==> src/hdl/ssr_pkg.sv <==
// shared types, constants and helper functions for the search-and-replace engine
package ssr_pkg;

  // sizes of the stores and of one character
  localparam int PATTERN_MAX = 16;
  localparam int REPLACE_MAX = 16;
  localparam int CHAR_BITS   = 16;
  localparam int LEN_MAX     = (PATTERN_MAX > REPLACE_MAX) ? PATTERN_MAX : REPLACE_MAX;

  // derived widths
  localparam int PIDX_W = (PATTERN_MAX > 1) ? $clog2(PATTERN_MAX) : 1;
  localparam int RIDX_W = (REPLACE_MAX > 1) ? $clog2(REPLACE_MAX) : 1;
  localparam int LEN_W  = $clog2(LEN_MAX + 1);

  // fixed field widths of the ports
  localparam int TYPE_W  = 2;
  localparam int SLOT_W  = 4;
  localparam int CODE_W  = 16;
  localparam int CFG_W   = 5;
  localparam int CFG_IDX = 2;

  // queue between front and back
  localparam int FIFO_DEPTH = 2;
  localparam int FPTR_W     = (FIFO_DEPTH > 1) ? $clog2(FIFO_DEPTH) : 1;
  localparam int FCNT_W     = $clog2(FIFO_DEPTH + 1);

  // request codes
  localparam logic [TYPE_W-1:0] REQ_TEXT    = 2'd0;
  localparam logic [TYPE_W-1:0] REQ_PATTERN = 2'd1;
  localparam logic [TYPE_W-1:0] REQ_REPLACE = 2'd2;

  // register indexes
  localparam logic [CFG_IDX-1:0] REG_PATTERN_LENGTH     = 2'd0;
  localparam logic [CFG_IDX-1:0] REG_REPLACEMENT_LENGTH = 2'd1;
  localparam logic [CFG_IDX-1:0] REG_IGNORE_CASE        = 2'd2;

  // work orders handed from front to back
  typedef enum logic [1:0] {
    CMD_CHARS    = 2'd0,
    CMD_REPL     = 2'd1,
    CMD_TERM     = 2'd2,
    CMD_LOAD_REP = 2'd3
  } cmd_kind_t;

  typedef struct packed {
    cmd_kind_t                               kind;
    logic                                    last;
    logic [LEN_W-1:0]                        count;
    logic [SLOT_W-1:0]                       slot;
    logic [PATTERN_MAX-1:0][CHAR_BITS-1:0]   chars;
  } cmd_t;

  // live configuration, lengths already clamped
  typedef struct packed {
    logic [LEN_W-1:0] plen;
    logic [LEN_W-1:0] rlen;
    logic             icase;
    logic             clear_window;
  } cfg_t;

  // ascii upper to lower fold
  function automatic logic [CHAR_BITS-1:0] fold_char(input logic [CHAR_BITS-1:0] c,
                                                     input logic icase);
    logic [CHAR_BITS-1:0] r;
    r = c;
    if (icase && c >= CHAR_BITS'(8'h41) && c <= CHAR_BITS'(8'h5A)) begin
      r = c + CHAR_BITS'(8'h20);
    end
    return r;
  endfunction

  // pattern length clamp: zero counts as one
  function automatic logic [LEN_W-1:0] clamp_plen(input logic [CFG_W-1:0] d);
    logic [LEN_W-1:0] r;
    if (d == '0) begin
      r = LEN_W'(1);
    end else if (int'(d) > PATTERN_MAX) begin
      r = LEN_W'(PATTERN_MAX);
    end else begin
      r = LEN_W'(d);
    end
    return r;
  endfunction

  function automatic logic [LEN_W-1:0] clamp_rlen(input logic [CFG_W-1:0] d);
    logic [LEN_W-1:0] r;
    if (int'(d) > REPLACE_MAX) begin
      r = LEN_W'(REPLACE_MAX);
    end else begin
      r = LEN_W'(d);
    end
    return r;
  endfunction

endpackage

==> src/hdl/ssr_front.sv <==
// front end: takes requests, keeps the pattern and text window, issues commands
module ssr_front (
  input  logic                          clk,
  input  logic                          rst,
  input  ssr_pkg::cfg_t                 cfg,
  input  logic                          take,
  input  logic [ssr_pkg::TYPE_W-1:0]    req_type,
  input  logic [ssr_pkg::SLOT_W-1:0]    slot,
  input  logic [ssr_pkg::CODE_W-1:0]    char_code,
  input  logic                          end_of_text,
  output logic                          push,
  output ssr_pkg::cmd_t                 cmd
);
  import ssr_pkg::*;

  logic [CHAR_BITS-1:0] pat [PATTERN_MAX];
  logic [CHAR_BITS-1:0] win [PATTERN_MAX];
  logic [LEN_W-1:0]     fill;
  logic [LEN_W-1:0]     fill_next;

  logic [CHAR_BITS-1:0] ch;
  logic [CHAR_BITS-1:0] cand [PATTERN_MAX];
  logic [CHAR_BITS-1:0] shf  [PATTERN_MAX];
  logic                 full;
  logic                 match;
  logic                 is_text;

  assign ch      = CHAR_BITS'(char_code);
  assign is_text = take && (req_type == REQ_TEXT);

  // window with the new character placed, and parallel compare
  always_comb begin
    for (int i = 0; i < PATTERN_MAX; i++) begin
      cand[i] = (fill == LEN_W'(i)) ? ch : win[i];
    end
    for (int i = 0; i < PATTERN_MAX - 1; i++) begin
      shf[i] = cand[i + 1];
    end
    shf[PATTERN_MAX-1] = cand[PATTERN_MAX-1];
    full  = ((fill + LEN_W'(1)) == cfg.plen);
    match = 1'b1;
    for (int i = 0; i < PATTERN_MAX; i++) begin
      if (LEN_W'(i) < cfg.plen &&
          fold_char(cand[i], cfg.icase) != fold_char(pat[i], cfg.icase)) begin
        match = 1'b0;
      end
    end
  end

  // command decision and next fill level
  always_comb begin
    push      = 1'b0;
    cmd.kind  = CMD_CHARS;
    cmd.last  = end_of_text;
    cmd.count = LEN_W'(1);
    cmd.slot  = slot;
    for (int i = 0; i < PATTERN_MAX; i++) begin
      cmd.chars[i] = cand[i];
    end
    fill_next = fill;
    if (cfg.clear_window) begin
      fill_next = '0;
    end else if (take) begin
      case (req_type)
        REQ_TEXT: begin
          if (full && match) begin
            fill_next = '0;
            cmd.count = cfg.rlen;
            if (cfg.rlen != '0) begin
              push     = 1'b1;
              cmd.kind = CMD_REPL;
            end else if (end_of_text) begin
              push     = 1'b1;
              cmd.kind = CMD_TERM;
            end
          end else if (full) begin
            push      = 1'b1;
            cmd.count = end_of_text ? cfg.plen : LEN_W'(1);
            fill_next = end_of_text ? '0 : cfg.plen - LEN_W'(1);
          end else begin
            fill_next = end_of_text ? '0 : fill + LEN_W'(1);
            if (end_of_text) begin
              push      = 1'b1;
              cmd.count = fill + LEN_W'(1);
            end
          end
        end
        REQ_REPLACE: begin
          push      = (int'(slot) < REPLACE_MAX);
          cmd.kind  = CMD_LOAD_REP;
          cmd.last  = 1'b0;
          cmd.chars[0] = ch;
        end
        default: begin
        end
      endcase
    end
  end

  // fill level
  always_ff @(posedge clk) begin
    if (rst) begin
      fill <= '0;
    end else begin
      fill <= fill_next;
    end
  end

  // pattern store and window contents
  always_ff @(posedge clk) begin
    if (take && req_type == REQ_PATTERN && int'(slot) < PATTERN_MAX) begin
      pat[PIDX_W'(slot)] <= ch;
    end
    if (is_text && !(full && match)) begin
      for (int i = 0; i < PATTERN_MAX; i++) begin
        win[i] <= full ? shf[i] : cand[i];
      end
    end
  end

endmodule

==> src/hdl/ssr_cmd_fifo.sv <==
// short command queue between front and back
module ssr_cmd_fifo (
  input  logic          clk,
  input  logic          rst,
  input  logic          push,
  input  ssr_pkg::cmd_t push_cmd,
  input  logic          pop,
  output ssr_pkg::cmd_t head,
  output logic          empty,
  output logic          full
);
  import ssr_pkg::*;

  cmd_t              slots [FIFO_DEPTH];
  logic [FPTR_W-1:0] wr_ptr;
  logic [FPTR_W-1:0] rd_ptr;
  logic [FCNT_W-1:0] count;
  logic              do_push;
  logic              do_pop;

  assign empty   = (count == '0);
  assign full    = (count == FCNT_W'(FIFO_DEPTH));
  assign do_push = push && !full;
  assign do_pop  = pop && !empty;
  assign head    = slots[rd_ptr];

  // pointers and occupancy
  always_ff @(posedge clk) begin
    if (rst) begin
      wr_ptr <= '0;
      rd_ptr <= '0;
      count  <= '0;
    end else begin
      if (do_push) begin
        wr_ptr <= (int'(wr_ptr) == FIFO_DEPTH - 1) ? '0 : wr_ptr + FPTR_W'(1);
      end
      if (do_pop) begin
        rd_ptr <= (int'(rd_ptr) == FIFO_DEPTH - 1) ? '0 : rd_ptr + FPTR_W'(1);
      end
      case ({do_push, do_pop})
        2'b10:   count <= count + FCNT_W'(1);
        2'b01:   count <= count - FCNT_W'(1);
        default: count <= count;
      endcase
    end
  end

  // entry storage
  always_ff @(posedge clk) begin
    if (do_push) begin
      slots[wr_ptr] <= push_cmd;
    end
  end

endmodule

==> src/hdl/ssr_back.sv <==
// back end: plays out commands one character per cycle into the output register unless stalled
module ssr_back (
  input  logic                          clk,
  input  logic                          rst,
  input  ssr_pkg::cmd_t                 head,
  input  logic                          empty,
  output logic                          pop,
  output logic                          out_valid,
  input  logic                          out_stall,
  output logic [ssr_pkg::CODE_W-1:0]    out_char,
  output logic                          char_valid,
  output logic                          from_replacement,
  output logic                          last_of_text
);
  import ssr_pkg::*;

  logic [CHAR_BITS-1:0] rep [REPLACE_MAX];
  logic [LEN_W-1:0]     idx;
  logic                 room;
  logic                 at_end;
  logic                 emit;

  assign room   = !out_valid || !out_stall;
  assign at_end = ((idx + LEN_W'(1)) == head.count);
  assign emit   = !empty && room && (head.kind != CMD_LOAD_REP);

  // pop on a load, a terminator, or the last character of a run
  always_comb begin
    pop = 1'b0;
    if (!empty) begin
      case (head.kind)
        CMD_LOAD_REP: pop = 1'b1;
        CMD_TERM:     pop = room;
        CMD_CHARS:    pop = room && at_end;
        CMD_REPL:     pop = room && at_end;
        default:      pop = 1'b0;
      endcase
    end
  end

  // run position and output valid
  always_ff @(posedge clk) begin
    if (rst) begin
      idx       <= '0;
      out_valid <= 1'b0;
    end else begin
      if (emit) begin
        out_valid <= 1'b1;
      end else if (!out_stall) begin
        out_valid <= 1'b0;
      end
      if (emit && (head.kind == CMD_CHARS || head.kind == CMD_REPL)) begin
        idx <= at_end ? '0 : idx + LEN_W'(1);
      end
    end
  end

  // output payload and replacement store
  always_ff @(posedge clk) begin
    if (emit) begin
      case (head.kind)
        CMD_CHARS: begin
          out_char         <= CODE_W'(head.chars[PIDX_W'(idx)]);
          char_valid       <= 1'b1;
          from_replacement <= 1'b0;
          last_of_text     <= head.last && at_end;
        end
        CMD_REPL: begin
          out_char         <= CODE_W'(rep[RIDX_W'(idx)]);
          char_valid       <= 1'b1;
          from_replacement <= 1'b1;
          last_of_text     <= head.last && at_end;
        end
        default: begin
          out_char         <= '0;
          char_valid       <= 1'b0;
          from_replacement <= 1'b0;
          last_of_text     <= 1'b1;
        end
      endcase
    end
    if (!empty && head.kind == CMD_LOAD_REP) begin
      rep[RIDX_W'(head.slot)] <= head.chars[0];
    end
  end

endmodule

==> src/hdl/substring_search_replace.sv <==
// top level: configuration registers, front end, command queue and back end
// a text item's first result passes through the command queue and then the output register
// throughput: one input item per cycle while the queue is not full; back end plays one
// result character per cycle while the output is not stalled
// reset: clears window fill, queue and output valid; lengths return to 1 and 0, fold off
// pattern and replacement stores are not cleared and hold garbage until loaded
module substring_search_replace (
  input  logic                           clk,
  input  logic                           rst,
  input  logic                           in_valid,
  output logic                           in_stall,
  input  logic [ssr_pkg::TYPE_W-1:0]     req_type,
  input  logic [ssr_pkg::SLOT_W-1:0]     slot,
  input  logic [ssr_pkg::CODE_W-1:0]     char_code,
  input  logic                           end_of_text,
  output logic                           out_valid,
  input  logic                           out_stall,
  output logic [ssr_pkg::CODE_W-1:0]     out_char,
  output logic                           char_valid,
  output logic                           from_replacement,
  output logic                           last_of_text,
  input  logic                           cfg_write,
  input  logic [ssr_pkg::CFG_IDX-1:0]    cfg_index,
  input  logic [ssr_pkg::CFG_W-1:0]      cfg_data
);
  import ssr_pkg::*;

  logic [LEN_W-1:0] plen;
  logic [LEN_W-1:0] rlen;
  logic             icase;
  cfg_t             cfg;
  logic             take;
  logic             push;
  cmd_t             push_cmd;
  cmd_t             head;
  logic             empty;
  logic             full;
  logic             pop;

  // configuration registers
  always_ff @(posedge clk) begin
    if (rst) begin
      plen  <= LEN_W'(1);
      rlen  <= '0;
      icase <= 1'b0;
    end else if (cfg_write) begin
      case (cfg_index)
        REG_PATTERN_LENGTH:     plen  <= clamp_plen(cfg_data);
        REG_REPLACEMENT_LENGTH: rlen  <= clamp_rlen(cfg_data);
        REG_IGNORE_CASE:        icase <= cfg_data[0];
        default: begin
        end
      endcase
    end
  end

  assign cfg.plen         = plen;
  assign cfg.rlen         = rlen;
  assign cfg.icase        = icase;
  assign cfg.clear_window = cfg_write && (cfg_index == REG_PATTERN_LENGTH);

  // input transfer
  assign in_stall = full;
  assign take     = in_valid && !full;

  ssr_front u_front (
    .clk         (clk),
    .rst         (rst),
    .cfg         (cfg),
    .take        (take),
    .req_type    (req_type),
    .slot        (slot),
    .char_code   (char_code),
    .end_of_text (end_of_text),
    .push        (push),
    .cmd         (push_cmd)
  );

  ssr_cmd_fifo u_fifo (
    .clk      (clk),
    .rst      (rst),
    .push     (push),
    .push_cmd (push_cmd),
    .pop      (pop),
    .head     (head),
    .empty    (empty),
    .full     (full)
  );

  ssr_back u_back (
    .clk              (clk),
    .rst              (rst),
    .head             (head),
    .empty            (empty),
    .pop              (pop),
    .out_valid        (out_valid),
    .out_stall        (out_stall),
    .out_char         (out_char),
    .char_valid       (char_valid),
    .from_replacement (from_replacement),
    .last_of_text     (last_of_text)
  );

endmodule

==> config.mk <==
export PLATFORM = sky130hd
export DESIGN_NAME = substring_search_replace
export DESIGN_NICKNAME = d
export VERILOG_FILES = /design/src/hdl/ssr_pkg.sv /design/src/hdl/ssr_front.sv /design/src/hdl/ssr_cmd_fifo.sv /design/src/hdl/ssr_back.sv /design/src/hdl/substring_search_replace.sv
export SDC_FILE = /design/constraint.sdc
export NUM_CORES = 2
export LEC_CHECK = 0
export BUFFER_PORTS_ARGS = -buffer_cell sky130_fd_sc_hd__buf_2
export CORE_MARGIN = 2
export CORE_UTILIZATION = 35
export CTS_CLUSTER_DIAMETER = 30
export DETAILED_ROUTE_END_ITERATION = 6
export HOLD_SLACK_MARGIN = 0.12
export PLACE_DENSITY_LB_ADDON = 0.05
export SKIP_LAST_GASP = 1
export SLEW_MARGIN = 5
export SYNTH_ARGS = -nofsm -noshare
export SYNTH_HDL_FRONTEND = slang
export SYNTH_SLANG_ARGS = --single-unit
==> constraint.sdc <==
create_clock -name clk -period 20.3 [get_ports clk]
set_clock_uncertainty 0.05 [all_clocks]
set_input_delay 4.06 -clock clk [delete_from_list [all_inputs] [get_ports clk]]
set_output_delay 4.06 -clock clk [all_outputs]
set_load 0.01 [all_outputs]
==> results.sh <==
export IMPL_ys_seq_area_frac=0.641
export IMPL_vias_per_cell=5.65
export IMPL_slew_violations=0
export IMPL_yosys_area_share_simple=0.0880
export IMPL_grt_antenna_before_repair=22
export IMPL_grt_pass1_wl_mm=336
export IMPL_fmax_mhz=93.2
export IMPL_ys_async_sr_fraction=0
export IMPL_p_total_w=0.0101
export IMPL_synth_edf_count=1323
export IMPL_die_area_um2=183000
export IMPL_relSlewSlack=0.0513
export IMPL_area_growth_pct=24.4
export IMPL_finalSetupViolCount=0
export IMPL_ios=56
export IMPL_crit_buf_inv=6
export IMPL_hold_class="reg -> reg"
export IMPL_max_stage_delay_ns=1.22
export IMPL_insertion_delay_ns=0.93
export IMPL_postRouteAntennaNets=0
export IMPL_netlist_area_um2=63000
export IMPL_crit_family="simple AND/OR/NAND/NOR gates"
export IMPL_path_class="in -> reg"
export IMPL_worstPathMaxFanout=65
export IMPL_start_util=0.353
export IMPL_hold_ws_ns=0.461
export IMPL_dpl_cell_count=6963
export IMPL_cts_resized=0
export IMPL_drtIter0Drc=4880
export IMPL_synth_top_family_by_area="multiplexers"
export IMPL_avgSynthCellArea_um2=13.5
export IMPL_ys_warn_count=0
export IMPL_cts_tree="done"
export IMPL_vias=43045
export IMPL_start_kind="primary input"
export IMPL_crit_required_ns=20.73
export IMPL_period_share=0.529
export IMPL_drive_gt1_frac=0.180
export IMPL_post_cts_buffers=0
export IMPL_die_h_um=428
export IMPL_place_congestion=0.899
export IMPL_final_cells=7624
export IMPL_gr_usage_all_layers=0.261
export IMPL_core_area_um2=179000
export IMPL_hold_violations=0
export IMPL_first_pass_iters=7
export IMPL_tightest_slew_ns=1.41
export IMPL_violations="DRC"
export IMPL_yosysTopAreaCell="edfxtp_1"
export IMPL_critPathCaptureType="flop"
export IMPL_die_w_um=428
export IMPL_hpwlAfterDp_mm=168
export IMPL_cp_cell_sequence="buf_2 -> buf_4 -> buf_4 -> a21oi_1 -> o22ai_2 -> nor4_1 -> a21oi_1 -> and3_1 -> o2111ai_1 -> nor4_1 -> o21ai_1 -> nor4_2 -> a21oi_1 -> inv_1 -> nor2_4 -> buf_4 -> buf_4"
export IMPL_ys_ff_latch=1354
export IMPL_portBuffers=55
export IMPL_path_common_cell="buf_4"
export IMPL_synth_compound_area_frac=0.0775
export IMPL_cts_root_buffer="clkbuf_16"
export IMPL_synth_top_cells_by_count="edfxtp_1 (1323), nor2_1 (498), a21oi_1 (382)"
export IMPL_wl_per_cell_um=31.9
export IMPL_synthMuxAreaShare=0.113
export IMPL_grt_max_degree=145
export IMPL_min_period_ns=10.73
export IMPL_gr_total_overflow=0
export IMPL_ctsHtreeMaxLevel=5
export IMPL_power_leakage_nw=26.9
export IMPL_cts_buffers=369
export IMPL_clk_pin_slew_ns=0.04
export IMPL_synthTopCellsByArea="edfxtp_1 (63%), mux2i_1 (5.6%), mux4_2 (5.0%)"
export IMPL_ir_drop_v=0.0000909
export IMPL_holdBufCountCts=0
export IMPL_synth_cells=4677
export IMPL_synth_adder_area_share=0.00795
export IMPL_yosysMostFrequentCell="edfxtp_1"
export IMPL_maxCapViolations=0
export IMPL_syn_nets=4752
export IMPL_outcome="complete, but fails checks"
export IMPL_synth_cell_types=95
export IMPL_clkSinkCount=1354
export IMPL_wl_mm=244
export IMPL_synth_top_cell_area_share=0.631
export IMPL_synth_ff_type="edfxtp_1"
export IMPL_nets=5054
export IMPL_grt_setup_unrepaired="false"
export IMPL_cts_max_path_buffers=4
export IMPL_num_rows=155
export IMPL_grt_pass1_vias=41880
export IMPL_tns_ns=0
export IMPL_synth_xor_area_share=0.0387
export IMPL_route_detailed_drc=5
export IMPL_arrival_ns=11.16
export IMPL_worst_path_max_delay_cell="nor4_1"
export IMPL_power_density_nw_per_um2=128
==> cell usage in the layout (no fill, tap or decap), drive strengths merged, types with 26 or more instances in the layout <==
| master | count |
|---|---|
| a211oi | 35 |
| a21oi | 382 |
| buf | 180 |
| bufinv | 43 |
| clkbuf | 440 |
| clkinv | 149 |
| dfxtp | 31 |
| edfxtp | 1323 |
| ha | 40 |
| inv | 315 |
| mux2 | 35 |
| mux2i | 352 |
| mux4 | 140 |
| nand2 | 159 |
| nand2b | 26 |
| nand3 | 56 |
| nand4 | 44 |
| nor2 | 499 |
| nor3 | 93 |
| nor4 | 100 |
| o21ai | 94 |
| o221ai | 36 |
| o22ai | 63 |
| xnor2 | 157 |
| xor2 | 113 |
==> registers in the layout, summed over array words and instances, names as in the netlist, 2 cells and up, named ones only <==
| register | cells |
|---|---|
| u_fifo.slots | 536 |
| u_back.rep | 256 |
| u_front.fill | 5 |
| u_front.win | 256 |
| u_front.pat | 256 |
| rlen | 5 |
| u_fifo.count | 2 |
| u_back.out_char | 16 |
| u_back.idx | 5 |
| plen | 5 |
==> per-layer routing <==
metal	vias up	global-route usage	share of wire
met1	22171	0.373	0.44
met2	1897	0.399	0.45
met5	-	0	0.00011
li1	18542	-	-
met3	431	0.0459	0.073
met4	4	0.0895	0.031
==> path summary, 6_finish.rpt <==
check                                   to                    startpoint  depth (start not counted)  slack [ns]
min             u_back.idx[4]$_SDFFE_PP0P_    u_back.idx[4]$_SDFFE_PP0P_                          2        0.46
max reg2reg  u_fifo.slots[1][98]$_DFFE_PP_  u_front.fill[0]$_SDFFE_PP0P_                         16       12.29
max          u_fifo.slots[1][98]$_DFFE_PP_                  char_code[1]                         17        9.57
min reg2reg     u_back.idx[4]$_SDFFE_PP0P_    u_back.idx[4]$_SDFFE_PP0P_                          2        0.46
==> report_power, final <==
part           internal [W]  switching, W
logic              0.000361      0.000803
clock network       0.00387       0.00166
registers           0.00329     0.0000835
total               0.00752       0.00254
==> final cells by class <==
cell class	count	area [um^2]
flip-flops and latches	1354	40400
clock inverters	214	2180
clock buffers	440	9660
well taps	2355	2950
inverters	313	1170
repair buffers	180	1280
diodes	7	17.5
fillers	16213	100000
multi-input cells	2761	20700
==> stage by stage <==
| step | area (um^2) | setup WS [ns] | utilization |
|---|---|---|---|
| after floorplan | 63000 | 1.54 | - |
| after global placement | 66500 | 9.07 | 0.372 |
| after detailed placement | 66500 | 8.94 | 0.372 |
| after CTS | 78300 | 9.83 | 0.438 |
| after global routing | 78300 | 9.31 | 0.438 |
| final | 78300 | 9.57 | 0.439 |
==> logic make-up after synthesis <==
| kind of cell | count (synthesis) |
|---|---|
| DFF | 1354 |
| xor gates and xnor gates | 273 |
| adders and majority gates | 40 |
| buffers and inverters | 562 |
| muxes | 527 |
| and+or+nand+nor | 1129 |
| AOI/OAI and AO/OA | 792 |
==> tightest hold or removal path: cells and delay by family, from the launching register on <==
| kind | cells | cell delay, ns |
|---|---|---|
| DFF | 1 | 0.33 |
| and+or+nand+nor | 1 | 0.07 |
| AOI/OAI and AO/OA | 1 | 0.07 |
Note: power is estimated with default switching activity, not from simulation.
